## config.mk

```make
export PLATFORM = sky130hd
export DESIGN_NAME = multiturn_encoder_feedback_decoder_flat
export DESIGN_NICKNAME = d
export VERILOG_FILES = /design/src/mefd_pkg.sv /design/src/mefd_if.sv /design/src/mefd_cfg.sv /design/src/mefd_unwrap.sv /design/src/mefd_scale.sv /design/src/multiturn_encoder_feedback_decoder.sv /design/src/flat_wrapper.sv
export SDC_FILE = /design/constraint.sdc
export NUM_CORES = 2
export LEC_CHECK = 0
export BUFFER_PORTS_ARGS = -buffer_cell sky130_fd_sc_hd__buf_2
export CORE_MARGIN = 10
export CORE_UTILIZATION = 65
export CTS_CLUSTER_SIZE = 16
export DETAILED_ROUTE_END_ITERATION = 10
export PLACE_DENSITY = 0.93
export SETUP_SLACK_MARGIN = 0.02
export SLEW_MARGIN = 20
export SYNTH_ARGS = -nofsm -noshare
export SYNTH_HDL_FRONTEND = slang
export SYNTH_HIERARCHICAL = 1
export SYNTH_SLANG_ARGS = --single-unit
```

## constraint.sdc

```tcl
create_clock -name clk -period 9.78 [get_ports clk]
set_input_delay 0.978 -clock clk [delete_from_list [all_inputs] [get_ports clk]]
set_output_delay 0.978 -clock clk [all_outputs]
set_load 0.02 [all_outputs]
```

## src/mefd_pkg.sv

```systemverilog
package mefd_pkg;

	localparam int COUNTS_PER_TURN = 8192;
	localparam int ANGLE_BITS      = $clog2(COUNTS_PER_TURN);
	localparam int TURN_BITS       = 24;
	localparam int TOTAL_BITS      = TURN_BITS + ANGLE_BITS;
	localparam int DELTA_BITS      = ANGLE_BITS + 1;

	localparam int SCALE_BITS      = 16;
	localparam int SPEED_BITS      = 16;
	localparam int TORQUE_BITS     = 16;
	localparam int TEMP_BITS       = 8;
	localparam int SPEED_OUT_BITS  = 32;
	localparam int ANGLE_OUT_BITS  = TOTAL_BITS + SCALE_BITS;

	localparam int DATA_BITS       = 32;
	localparam int ADDR_BITS       = 3;
	localparam int REG_IDX_LSB     = 2;

	typedef logic        [ANGLE_BITS-1:0]     angle_t;
	typedef logic signed [TURN_BITS-1:0]      turn_t;
	typedef logic signed [TOTAL_BITS-1:0]     total_t;
	typedef logic signed [DELTA_BITS-1:0]     delta_t;
	typedef logic        [SCALE_BITS-1:0]     scale_t;
	typedef logic signed [SPEED_BITS-1:0]     speed_t;
	typedef logic signed [TORQUE_BITS-1:0]    torque_t;
	typedef logic        [TEMP_BITS-1:0]      temp_t;
	typedef logic signed [SPEED_OUT_BITS-1:0] speed_out_t;
	typedef logic signed [ANGLE_OUT_BITS-1:0] angle_out_t;

	localparam delta_t HALF_TURN     = delta_t'(COUNTS_PER_TURN / 2);
	localparam delta_t NEG_HALF_TURN = -HALF_TURN;
	localparam turn_t  TURN_MAX      = {1'b0, {(TURN_BITS - 1){1'b1}}};
	localparam turn_t  TURN_MIN      = {1'b1, {(TURN_BITS - 1){1'b0}}};

	localparam scale_t SPEED_SCALE_RST = scale_t'(6862);
	localparam scale_t ANGLE_SCALE_RST = scale_t'(2880);

	typedef enum logic {
		REG_SPEED_SCALE = 1'b0,
		REG_ANGLE_SCALE = 1'b1
	} reg_idx_t;

	typedef struct packed {
		scale_t speed_scale;
		scale_t angle_scale;
	} scales_t;

	typedef struct packed {
		logic    restart;
		angle_t  shaft_angle;
		speed_t  raw_speed;
		torque_t raw_torque;
		temp_t   temperature;
	} feedback_t;

	typedef struct packed {
		speed_t  raw_speed;
		torque_t raw_torque;
		temp_t   temperature;
		turn_t   turns;
		total_t  total;
	} position_t;

endpackage

```

## src/mefd_if.sv

```systemverilog
interface mefd_feedback_if;
	import mefd_pkg::*;

	logic    valid;
	logic    ready;
	logic    restart;
	angle_t  shaft_angle;
	speed_t  raw_speed;
	torque_t raw_torque;
	temp_t   temperature;

	modport source (
		output valid, restart, shaft_angle, raw_speed, raw_torque, temperature,
		input  ready
	);

	modport sink (
		input  valid, restart, shaft_angle, raw_speed, raw_torque, temperature,
		output ready
	);
endinterface

interface mefd_result_if;
	import mefd_pkg::*;

	logic       valid;
	logic       ready;
	speed_out_t speed_out;
	torque_t    torque_out;
	temp_t      temperature_out;
	turn_t      turn_count;
	total_t     total_count;
	angle_out_t angle_out;

	modport source (
		output valid, speed_out, torque_out, temperature_out, turn_count, total_count,
			angle_out,
		input  ready
	);

	modport sink (
		input  valid, speed_out, torque_out, temperature_out, turn_count, total_count,
			angle_out,
		output ready
	);
endinterface

```

## src/mefd_cfg.sv

```systemverilog
module mefd_cfg (
	input  logic                              clk,
	input  logic                              arst_n,
	input  logic                              psel,
	input  logic                              penable,
	input  logic                              pwrite,
	input  logic [mefd_pkg::ADDR_BITS-1:0]    paddr,
	input  logic [mefd_pkg::DATA_BITS-1:0]    pwdata,
	output logic [mefd_pkg::DATA_BITS-1:0]    prdata,
	output logic                              pready,
	output mefd_pkg::scales_t                 scales
);
	import mefd_pkg::*;

	scale_t   speed_scale_q;
	scale_t   angle_scale_q;
	reg_idx_t idx;
	logic     wr_en;

	assign idx    = reg_idx_t'(paddr[REG_IDX_LSB]);
	assign wr_en  = psel & penable & pwrite;
	assign pready = 1'b1;

	always_ff @(posedge clk or negedge arst_n) begin
		if (!arst_n) begin
			speed_scale_q <= SPEED_SCALE_RST;
			angle_scale_q <= ANGLE_SCALE_RST;
		end else if (wr_en) begin
			case (idx)
				REG_SPEED_SCALE: speed_scale_q <= pwdata[SCALE_BITS-1:0];
				REG_ANGLE_SCALE: angle_scale_q <= pwdata[SCALE_BITS-1:0];
				default: ;
			endcase
		end
	end

	always_comb begin
		case (idx)
			REG_SPEED_SCALE: prdata = DATA_BITS'(speed_scale_q);
			REG_ANGLE_SCALE: prdata = DATA_BITS'(angle_scale_q);
			default:         prdata = '0;
		endcase
	end

	assign scales.speed_scale = speed_scale_q;
	assign scales.angle_scale = angle_scale_q;

endmodule

```

## src/mefd_unwrap.sv

```systemverilog
module mefd_unwrap (
	input  logic                  clk,
	input  logic                  arst_n,
	input  logic                  in_valid,
	output logic                  in_ready,
	input  mefd_pkg::feedback_t   in_data,
	output logic                  out_valid,
	input  logic                  out_ready,
	output mefd_pkg::position_t   out_data
);
	import mefd_pkg::*;

	logic      valid_s1;
	feedback_t fb_s1;
	logic      valid_s2;
	position_t pos_s2;

	logic      aligned_q;
	angle_t    prev_angle_q;
	turn_t     turns_q;

	logic      ready_s1;
	logic      ready_s2;
	logic      move_s1;
	delta_t    delta;
	turn_t     turns_nxt;

	assign ready_s2 = !valid_s2 || out_ready;
	assign ready_s1 = !valid_s1 || ready_s2;
	assign move_s1  = valid_s1 && ready_s2;
	assign in_ready = ready_s1;

	assign delta = $signed({1'b0, fb_s1.shaft_angle}) - $signed({1'b0, prev_angle_q});

	// A forward jump of more than half a turn means the angle wrapped backward.
	always_comb begin
		turns_nxt = turns_q;
		if (fb_s1.restart || !aligned_q) begin
			turns_nxt = '0;
		end else if (delta > HALF_TURN) begin
			if (turns_q != TURN_MIN) begin
				turns_nxt = turns_q - turn_t'(1);
			end
		end else if (delta < NEG_HALF_TURN) begin
			if (turns_q != TURN_MAX) begin
				turns_nxt = turns_q + turn_t'(1);
			end
		end
	end

	always_ff @(posedge clk or negedge arst_n) begin
		if (!arst_n) begin
			valid_s1     <= 1'b0;
			valid_s2     <= 1'b0;
			aligned_q    <= 1'b0;
			prev_angle_q <= '0;
			turns_q      <= '0;
		end else begin
			if (ready_s1) begin
				valid_s1 <= in_valid;
			end
			if (ready_s2) begin
				valid_s2 <= valid_s1;
			end
			if (move_s1) begin
				aligned_q    <= 1'b1;
				prev_angle_q <= fb_s1.shaft_angle;
				turns_q      <= turns_nxt;
			end
		end
	end

	always_ff @(posedge clk) begin
		if (in_valid && ready_s1) begin
			fb_s1 <= in_data;
		end
		if (move_s1) begin
			pos_s2.raw_speed   <= fb_s1.raw_speed;
			pos_s2.raw_torque  <= fb_s1.raw_torque;
			pos_s2.temperature <= fb_s1.temperature;
			pos_s2.turns       <= turns_nxt;
			pos_s2.total       <= {turns_nxt, fb_s1.shaft_angle};
		end
	end

	assign out_valid = valid_s2;
	assign out_data  = pos_s2;

endmodule

```

## src/mefd_scale.sv

```systemverilog
module mefd_scale (
	input  logic                  clk,
	input  logic                  arst_n,
	input  mefd_pkg::scales_t     scales,
	input  logic                  in_valid,
	output logic                  in_ready,
	input  mefd_pkg::position_t   in_data,
	mefd_result_if.source         result
);
	import mefd_pkg::*;

	logic                                 valid_s3;
	speed_out_t                           speed_out_s3;
	torque_t                              torque_s3;
	temp_t                                temp_s3;
	turn_t                                turns_s3;
	total_t                               total_s3;
	angle_out_t                           angle_out_s3;

	logic signed [SPEED_BITS+SCALE_BITS:0] speed_prod;
	logic signed [TOTAL_BITS+SCALE_BITS:0] angle_prod;

	assign in_ready   = !valid_s3 || result.ready;
	assign speed_prod = in_data.raw_speed * $signed({1'b0, scales.speed_scale});
	assign angle_prod = in_data.total * $signed({1'b0, scales.angle_scale});

	always_ff @(posedge clk or negedge arst_n) begin
		if (!arst_n) begin
			valid_s3 <= 1'b0;
		end else if (in_ready) begin
			valid_s3 <= in_valid;
		end
	end

	always_ff @(posedge clk) begin
		if (in_valid && in_ready) begin
			speed_out_s3 <= speed_prod[SPEED_OUT_BITS-1:0];
			torque_s3    <= in_data.raw_torque;
			temp_s3      <= in_data.temperature;
			turns_s3     <= in_data.turns;
			total_s3     <= in_data.total;
			angle_out_s3 <= angle_prod[ANGLE_OUT_BITS-1:0];
		end
	end

	assign result.valid           = valid_s3;
	assign result.speed_out       = speed_out_s3;
	assign result.torque_out      = torque_s3;
	assign result.temperature_out = temp_s3;
	assign result.turn_count      = turns_s3;
	assign result.total_count     = total_s3;
	assign result.angle_out       = angle_out_s3;

endmodule

```

## src/multiturn_encoder_feedback_decoder.sv

```systemverilog
// Unwraps a single-turn encoder angle into a multi-turn position and scales speed
// and angle by the two Q0.16 registers. Each item passes through three register
// stages (input, unwrap, product), and the result is presented from the product
// stage; a new item is accepted every cycle while results drain.
// The clock path is set by the 37 by 17 bit angle multiply in the last stage.
// The first item after reset, or any item with restart set, resets the turn count
// to zero; a jump of more than half a turn between items steps the count, which
// saturates at its signed limits. Scale registers may only be written while no
// item is in flight.
module multiturn_encoder_feedback_decoder (
	input  logic                              clk,
	input  logic                              arst_n,
	mefd_feedback_if.sink                     feedback,
	mefd_result_if.source                     result,
	input  logic                              psel,
	input  logic                              penable,
	input  logic                              pwrite,
	input  logic [mefd_pkg::ADDR_BITS-1:0]    paddr,
	input  logic [mefd_pkg::DATA_BITS-1:0]    pwdata,
	output logic [mefd_pkg::DATA_BITS-1:0]    prdata,
	output logic                              pready
);
	import mefd_pkg::*;

	scales_t   scales;
	feedback_t fb;
	position_t pos;
	logic      pos_valid;
	logic      pos_ready;

	assign fb.restart     = feedback.restart;
	assign fb.shaft_angle = feedback.shaft_angle;
	assign fb.raw_speed   = feedback.raw_speed;
	assign fb.raw_torque  = feedback.raw_torque;
	assign fb.temperature = feedback.temperature;

	mefd_cfg u_cfg (
		.clk     (clk),
		.arst_n  (arst_n),
		.psel    (psel),
		.penable (penable),
		.pwrite  (pwrite),
		.paddr   (paddr),
		.pwdata  (pwdata),
		.prdata  (prdata),
		.pready  (pready),
		.scales  (scales)
	);

	mefd_unwrap u_unwrap (
		.clk       (clk),
		.arst_n    (arst_n),
		.in_valid  (feedback.valid),
		.in_ready  (feedback.ready),
		.in_data   (fb),
		.out_valid (pos_valid),
		.out_ready (pos_ready),
		.out_data  (pos)
	);

	mefd_scale u_scale (
		.clk      (clk),
		.arst_n   (arst_n),
		.scales   (scales),
		.in_valid (pos_valid),
		.in_ready (pos_ready),
		.in_data  (pos),
		.result   (result)
	);

	a_pos_hold: assert property (@(posedge clk) disable iff (!arst_n)
		pos_valid && !pos_ready |=> pos_valid && $stable(pos))
		else $error("Unwrapped item changed while stalled.");

	a_total_turns: assert property (@(posedge clk) disable iff (!arst_n)
		result.valid |-> result.total_count[TOTAL_BITS-1:ANGLE_BITS] == result.turn_count)
		else $error("Total count does not match the turn count.");

	a_empty_ready: assert property (@(posedge clk) disable iff (!arst_n)
		!result.valid |-> feedback.ready)
		else $error("Input stalled while the result stage is empty.");

endmodule
```

## src/flat_wrapper.sv

```systemverilog
// flat-port wrapper written by rule: the top's interface ports become plain ports
module multiturn_encoder_feedback_decoder_flat import mefd_pkg::*;
  (clk, arst_n, psel, penable, pwrite, paddr, pwdata, prdata, pready, feedback_valid, feedback_restart, feedback_shaft_angle, feedback_raw_speed, feedback_raw_torque, feedback_temperature, feedback_ready, result_valid, result_speed_out, result_torque_out, result_temperature_out, result_turn_count, result_total_count, result_angle_out, result_ready);
  mefd_feedback_if feedback_i ();
  mefd_result_if result_i ();
  input  logic clk;
  input  logic arst_n;
  input  logic psel;
  input  logic penable;
  input  logic pwrite;
  input  logic [mefd_pkg::ADDR_BITS-1:0] paddr;
  input  logic [mefd_pkg::DATA_BITS-1:0] pwdata;
  output logic [mefd_pkg::DATA_BITS-1:0] prdata;
  output logic pready;
  input wire logic [$bits(feedback_i.valid)-1:0] feedback_valid;
  input wire logic [$bits(feedback_i.restart)-1:0] feedback_restart;
  input wire logic [$bits(feedback_i.shaft_angle)-1:0] feedback_shaft_angle;
  input wire logic [$bits(feedback_i.raw_speed)-1:0] feedback_raw_speed;
  input wire logic [$bits(feedback_i.raw_torque)-1:0] feedback_raw_torque;
  input wire logic [$bits(feedback_i.temperature)-1:0] feedback_temperature;
  output wire logic [$bits(feedback_i.ready)-1:0] feedback_ready;
  output wire logic [$bits(result_i.valid)-1:0] result_valid;
  output wire logic [$bits(result_i.speed_out)-1:0] result_speed_out;
  output wire logic [$bits(result_i.torque_out)-1:0] result_torque_out;
  output wire logic [$bits(result_i.temperature_out)-1:0] result_temperature_out;
  output wire logic [$bits(result_i.turn_count)-1:0] result_turn_count;
  output wire logic [$bits(result_i.total_count)-1:0] result_total_count;
  output wire logic [$bits(result_i.angle_out)-1:0] result_angle_out;
  input wire logic [$bits(result_i.ready)-1:0] result_ready;
  assign feedback_i.valid = feedback_valid;
  assign feedback_i.restart = feedback_restart;
  assign feedback_i.shaft_angle = feedback_shaft_angle;
  assign feedback_i.raw_speed = feedback_raw_speed;
  assign feedback_i.raw_torque = feedback_raw_torque;
  assign feedback_i.temperature = feedback_temperature;
  assign feedback_ready = feedback_i.ready;
  assign result_valid = result_i.valid;
  assign result_speed_out = result_i.speed_out;
  assign result_torque_out = result_i.torque_out;
  assign result_temperature_out = result_i.temperature_out;
  assign result_turn_count = result_i.turn_count;
  assign result_total_count = result_i.total_count;
  assign result_angle_out = result_i.angle_out;
  assign result_i.ready = result_ready;
  multiturn_encoder_feedback_decoder u_core (.clk(clk), .arst_n(arst_n), .feedback(feedback_i), .result(result_i), .psel(psel), .penable(penable), .pwrite(pwrite), .paddr(paddr), .pwdata(pwdata), .prdata(prdata), .pready(pready));
endmodule
```

# == Word-level counts from Yosys, hierarchy flattened ==
# Index checks and enable logic that the tools add are counted.
# op_classes
add_sub_neg,3
multipliers,2
order_cmp,2
eq_ne,2
mux,6
bitwise_logic,3
reduce_logical,13
# ops
operator,n
2-to-1 mux 24 bit,5
one-hot mux 32 bit (2 select lines),1
multiplier 37 x 17 -> 53 bit,1
inequality test 24 bit (second input constant),2
multiplier 16 x 17 -> 32 bit,1
adder 24 x 2 -> 24 bit (second input constant),1
subtractor 24 x 2 -> 24 bit (second input constant),1
> comparator 14 bit (second input constant),1
< comparator 14 x 13 -> 1 bit (second input constant),1
subtractor 13 x 13 -> 14 bit,1
zero test 1 bit,4
logical OR 1 bit,4
AND reduction 2 bit,2
logical AND 1 bit,3
AND 1 bit,2
inverter 1 bit,1
# word_totals
ff_bits,398
input_bits,96
output_inout_bits,205
wordCells,55

# == Depth between registers and ports, before layout ==
# depth
word_depth,5
mapped_depth,27
mapped_depth_nobuf,24

# == Modules after synthesis ==
# Netlist, hierarchy kept.
# modules_own_cells
mod,instances,cells_each,area_per_inst_um2,seq_area_each_um2
mefd_scale,1,3521,34101.5,5129.9
mefd_unwrap,1,655,7881.3,4934.7
mefd_cfg,1,105,1612.8,815.8

# == Least setup slack after synthesis ==
# Ideal clock, no wire load.
# synth_path
path_type,reg2reg
start,register u_core.u_cfg.angle_scale_q[8]
end,register u_core.u_scale.angle_out_s3[52] (netlist: u_core/u_scale/result.angle_out[52]) (data pin)
setup_time_ps,266
t_arrival_ps,6461
required_ps,9514
setup_slack_ps,3053
stages_incl_launch_ff,26
n_path_buf,2
synth_period_minus_slack_ps,6727
cell_sequence,dfstp_2 -> clkbuf_1 -> clkbuf_1 -> nand2_1 -> fa_1 -> inv_1 -> fa_1 -> inv_1 -> fa_1 -> inv_1 -> fa_1 -> fa_1 -> inv_1 -> fa_1 -> inv_1 -> ha_1 -> a211oi_1 -> o211ai_1 -> a221oi_1 -> nand4_1 -> a31oi_1 -> o21ai_2 -> a31oi_4 -> nand3b_1 -> nor4b_1 -> nor3_1
# synth_via
elab_chain_len,1
# synth_rtl
element,line,text
from (decl),mefd_cfg.sv:16,scale_t angle_scale_q;
from (signal assigned),mefd_cfg.sv:31,REG_ANGLE_SCALE: angle_scale_q <= pwdata[SCALE_BITS-1:0];
multiplier 37 x 17 -> 53 bit,mefd_scale.sv:25,"assign angle_prod = in_data.total * $signed({1'b0, scales.angle_scale});"
named net u_core.u_scale.angle_prod[52],mefd_scale.sv:21,logic signed [TOTAL_BITS+SCALE_BITS:0] angle_prod;
to (signal assigned),mefd_scale.sv:42,angle_out_s3 <= angle_prod[ANGLE_OUT_BITS-1:0];
to (decl),mefd_scale.sv:18,angle_out_t angle_out_s3;
# The timed path passes the listed nets, and every way through them passes these cells.
# A chain may end at the register's enable or synchronous reset.

# == Worst setup path after layout ==
# layout_path
start,register u_core.u_cfg.angle_scale_q[3]
end,register u_core.u_scale.angle_out_s3[52] (netlist: u_core/u_scale/result.angle_out[52]) (data pin)
# Same word-level chain as after synthesis.

==> results.ini <==
[global_routing]
antenna_found_initial = 9
grt_first_pass_wirelength_microns = 183000
grt_pass1_vias = 34500
grt_max_degree = 72
grt.overflow.total = 0
grt_usage_pct = 29.9

[clock_network]
cts_root_buf = clkbuf_16
cts_buffer_depth = 3
clk_pin_slew_ns = 0.07
htree_levels = 2
cts_tree = yes
hold_buffers = 0
cts.sinks = 374
clk_latency_ns = 0.61
cts_made_buffers = 43
cts-resized-gates = 0
post_cts_buffers = 0

[critical_path]
worstRegToRegCells = 22
crit_start = u_core/u_cfg/angle_scale_q[3]
path_depth = 22
arrival_ns = 8.37
cp_cell_sequence = buf_4, nand2_1, fa_1, fa_1, fa_1, inv_1, fa_1, fa_1, inv_1, fa_1, inv_1, ha_1, nand2_1, o211ai_1, a221oi_1, nand4_1, a31oi_1, o21ai_2, a31oi_4, nand3b_1, nor4b_1, nor3_1
path_delay_family = adder cells
slowest_delay_ns = 1.07
cpMaxStageDelayCell = dfrtp_1
crit_type = reg -> reg
worst_setup_path_start_kind = register
cp.required_ns = 10.10
r2r-start = u_core/u_cfg/angle_scale_q[3]
cp-end-kind = register
crit_path_max_fanout = 15
cp.buffers_inverters = 4
critPathMostFrequentCell = fa_1
r2r_end = u_core/u_scale/result.angle_out[52]
reg2reg_slack_ns = 1.73

[sta]
setup_violations = 0
period_minus_slack_ns = 8.05
slew_violations = 0
finalSetupTns_ns = 0
max_slew_margin_pct = 22.3
fin_ws_ns = 1.73
period_share_pct = 82.3
max_freq_ghz = 0.124
finClkSkew_ns = 0.0320
hold_viol = 0
rsz0062_at_grt = false
tightestPinTransition_ns = 1.16

[synth]
synth_area_sq_mm = 0.0436
avgSynthCellArea_sq_um = 10.2
yosysSeqAreaShare_pct = 25.0
synth-edff-count = 301
synthArstFlopShare_pct = 19.5
yosys_warnings = 6
ys_types = 93
ys.flop_type = edfxtp_1
synth_cells = 4281
ys_ff_latch = 374

[flow_run]
drv_cap = 0

[detailed_routing]
drt-initial-drc-count = 3100
totalWireLength_microns = 116000
ant_nets = 0
drtPass1Iterations = 5
dr_total_vias = 31900
drc = 0
post_drt_wl_per_cell_microns = 21.8
avgViaCountPerCell = 6.00

[cells_and_area]
nNetsFinal = 5516
drive_above_1_share_pct = 10.4
final_core_util_pct = 70.7
n_fill_cell = 4307
final_cell_mix = 912 x inv_1, 749 x fa_1, 615 x nand2_1
final_common_cell = inv_1
areaGrowthSynthToFinish_pct = 7.15

[placement]
pre_cts_slack_ns = 1.92
io_buffers = 265
dp_hpwl_microns = 83000
gp_congestion = 0.946

[min_path]
hp-class = in -> async

[floorplanning]
start_util_pct = 66.0
die_y_microns = 279
io-pin-count = 301
rows = 94
die-width_microns = 279
core_sq_mm = 0.0661
dieArea_sq_mm = 0.0778

[outcome]
status = complete, no violations

## worst max-delay path by stage
stage,endpoint
after floorplan,u_core/u_scale/result.angle_out[52]
after global placement,u_core/u_scale/result.angle_out[52]
after detailed placement,u_core/u_scale/result.angle_out[52]
after CTS,u_core/u_scale/result.angle_out[52]
after global routing,u_core/u_scale/result.angle_out[52]
final,u_core/u_scale/result.angle_out[52]
## flip-flops by register name (all words and copies together), names as in the netlist
name	cells
u_core/u_cfg/speed_scale_q	16
u_core/u_cfg/angle_scale_q	16
u_core/u_scale/result.total_count	37
u_core/u_unwrap/out_data	77
u_core/u_unwrap/turns_q	24
u_core/u_unwrap/aligned_q	1
u_core/u_scale/result.temperature_out	8
u_core/u_unwrap/valid_s1	1
u_core/u_unwrap/fb_s1	54
u_core/u_scale/result.speed_out	32
u_core/u_unwrap/prev_angle_q	13
u_core/u_scale/result.angle_out	53
u_core/u_unwrap/out_valid	1
u_core/u_scale/result.turn_count	24
u_core/u_scale/result.torque_out	16
u_core/u_scale/result.valid	1
## worst register-to-register path: stages, from the launching register on
cell,delay (ns)
dfrtp_1,1.07
buf_4,0.41
nand2_1,0.11
fa_1,0.52
fa_1,0.56
fa_1,0.52
inv_1,0.05
fa_1,0.52
fa_1,0.50
inv_1,0.05
fa_1,0.47
inv_1,0.04
ha_1,0.37
nand2_1,0.12
o211ai_1,0.12
a221oi_1,0.32
nand4_1,0.29
a31oi_1,0.68
o21ai_2,0.23
a31oi_4,0.26
nand3b_1,0.15
nor4b_1,0.32
nor3_1,0.09
## metal layers
layer	global-route usage (%)	up-vias	wire length, microns
li1	-	13400	-
met1	35.6	15700	40100
met2	48.8	2209	55300
met3	8.50	558	13500
met4	16.7	8	7060
met5	0	-	49
## per-stage QoR
step / cells / hold slack (ns) / cell area [sq um]
final: 5319 / 0.320 / 46700
after global routing: 5317 / 0.340 / 46700
after CTS: 5313 / 0.322 / 46700
after detailed placement: 5233 / 0.405 / 45300
after global placement: 5233 / 0.400 / 45300
after floorplan: 4296 / 0.400 / 43700
## cell families after synthesis
family                     share of synthesized area, %
AOI/OAI and AO/OA                                  5.59
xor gates and xnor gates                           1.97
adders and majority gates                          41.8
buffers and inverters                              10.2
DFF                                                25.0
muxes                                              1.45
other                                            0.0172
and+or+nand+nor                                    14.0
## synthesized netlist by cell type (all sizes together) (4+ instances only)
cell type,number,area share [%]
edfxtp,301,21
and3,14,0.20
a21o,38,0.65
nor3b,4,0.080
a221oi,4,0.095
nor4,10,0.16
dfrtp,61,3.5
or4,4,0.086
nand3,34,0.42
o2111ai,5,0.10
a211oi,13,0.22
a211o,5,0.10
nor2,80,0.69
nand2b,34,0.49
and2,327,4.7
fa,749,34
clkbuf,169,1.5
o31a,4,0.080
o211ai,11,0.19
nand2,616,5.3
ha,257,7.4
xor2,26,0.52
o21a,9,0.15
dfstp,12,0.72
a31oi,22,0.35
o21ai,79,0.94
buf,53,0.90
nand4,20,0.32
nor2b,13,0.19
inv,913,7.9
or2,7,0.10
o21bai,16,0.28
a22oi,5,0.086
nand3b,4,0.069
o31ai,8,0.14
or3,27,0.41
mux2,50,1.4
o311ai,8,0.20
nor3,37,0.45
o22a,4,0.080
xnor2,72,1.4
a21oi,106,1.2
## final cells by class
class                      count  area [sq um]  share of cell area, %
multi-input combinational   2786         28300                   60.6
sequential                   374         10900                   23.3
inverter                     914          3430                   7.35
timing repair buffer         295          1550                   3.33
clock buffer                  56          1180                   2.52
tap                          864          1080                   2.31
clock inverter                24           254                  0.544
antenna                        6          15.0                 0.0321
Power is left out: the tool's default activity adds up to more than one toggle a clock period on the data nets, which glitch-free logic cannot reach.
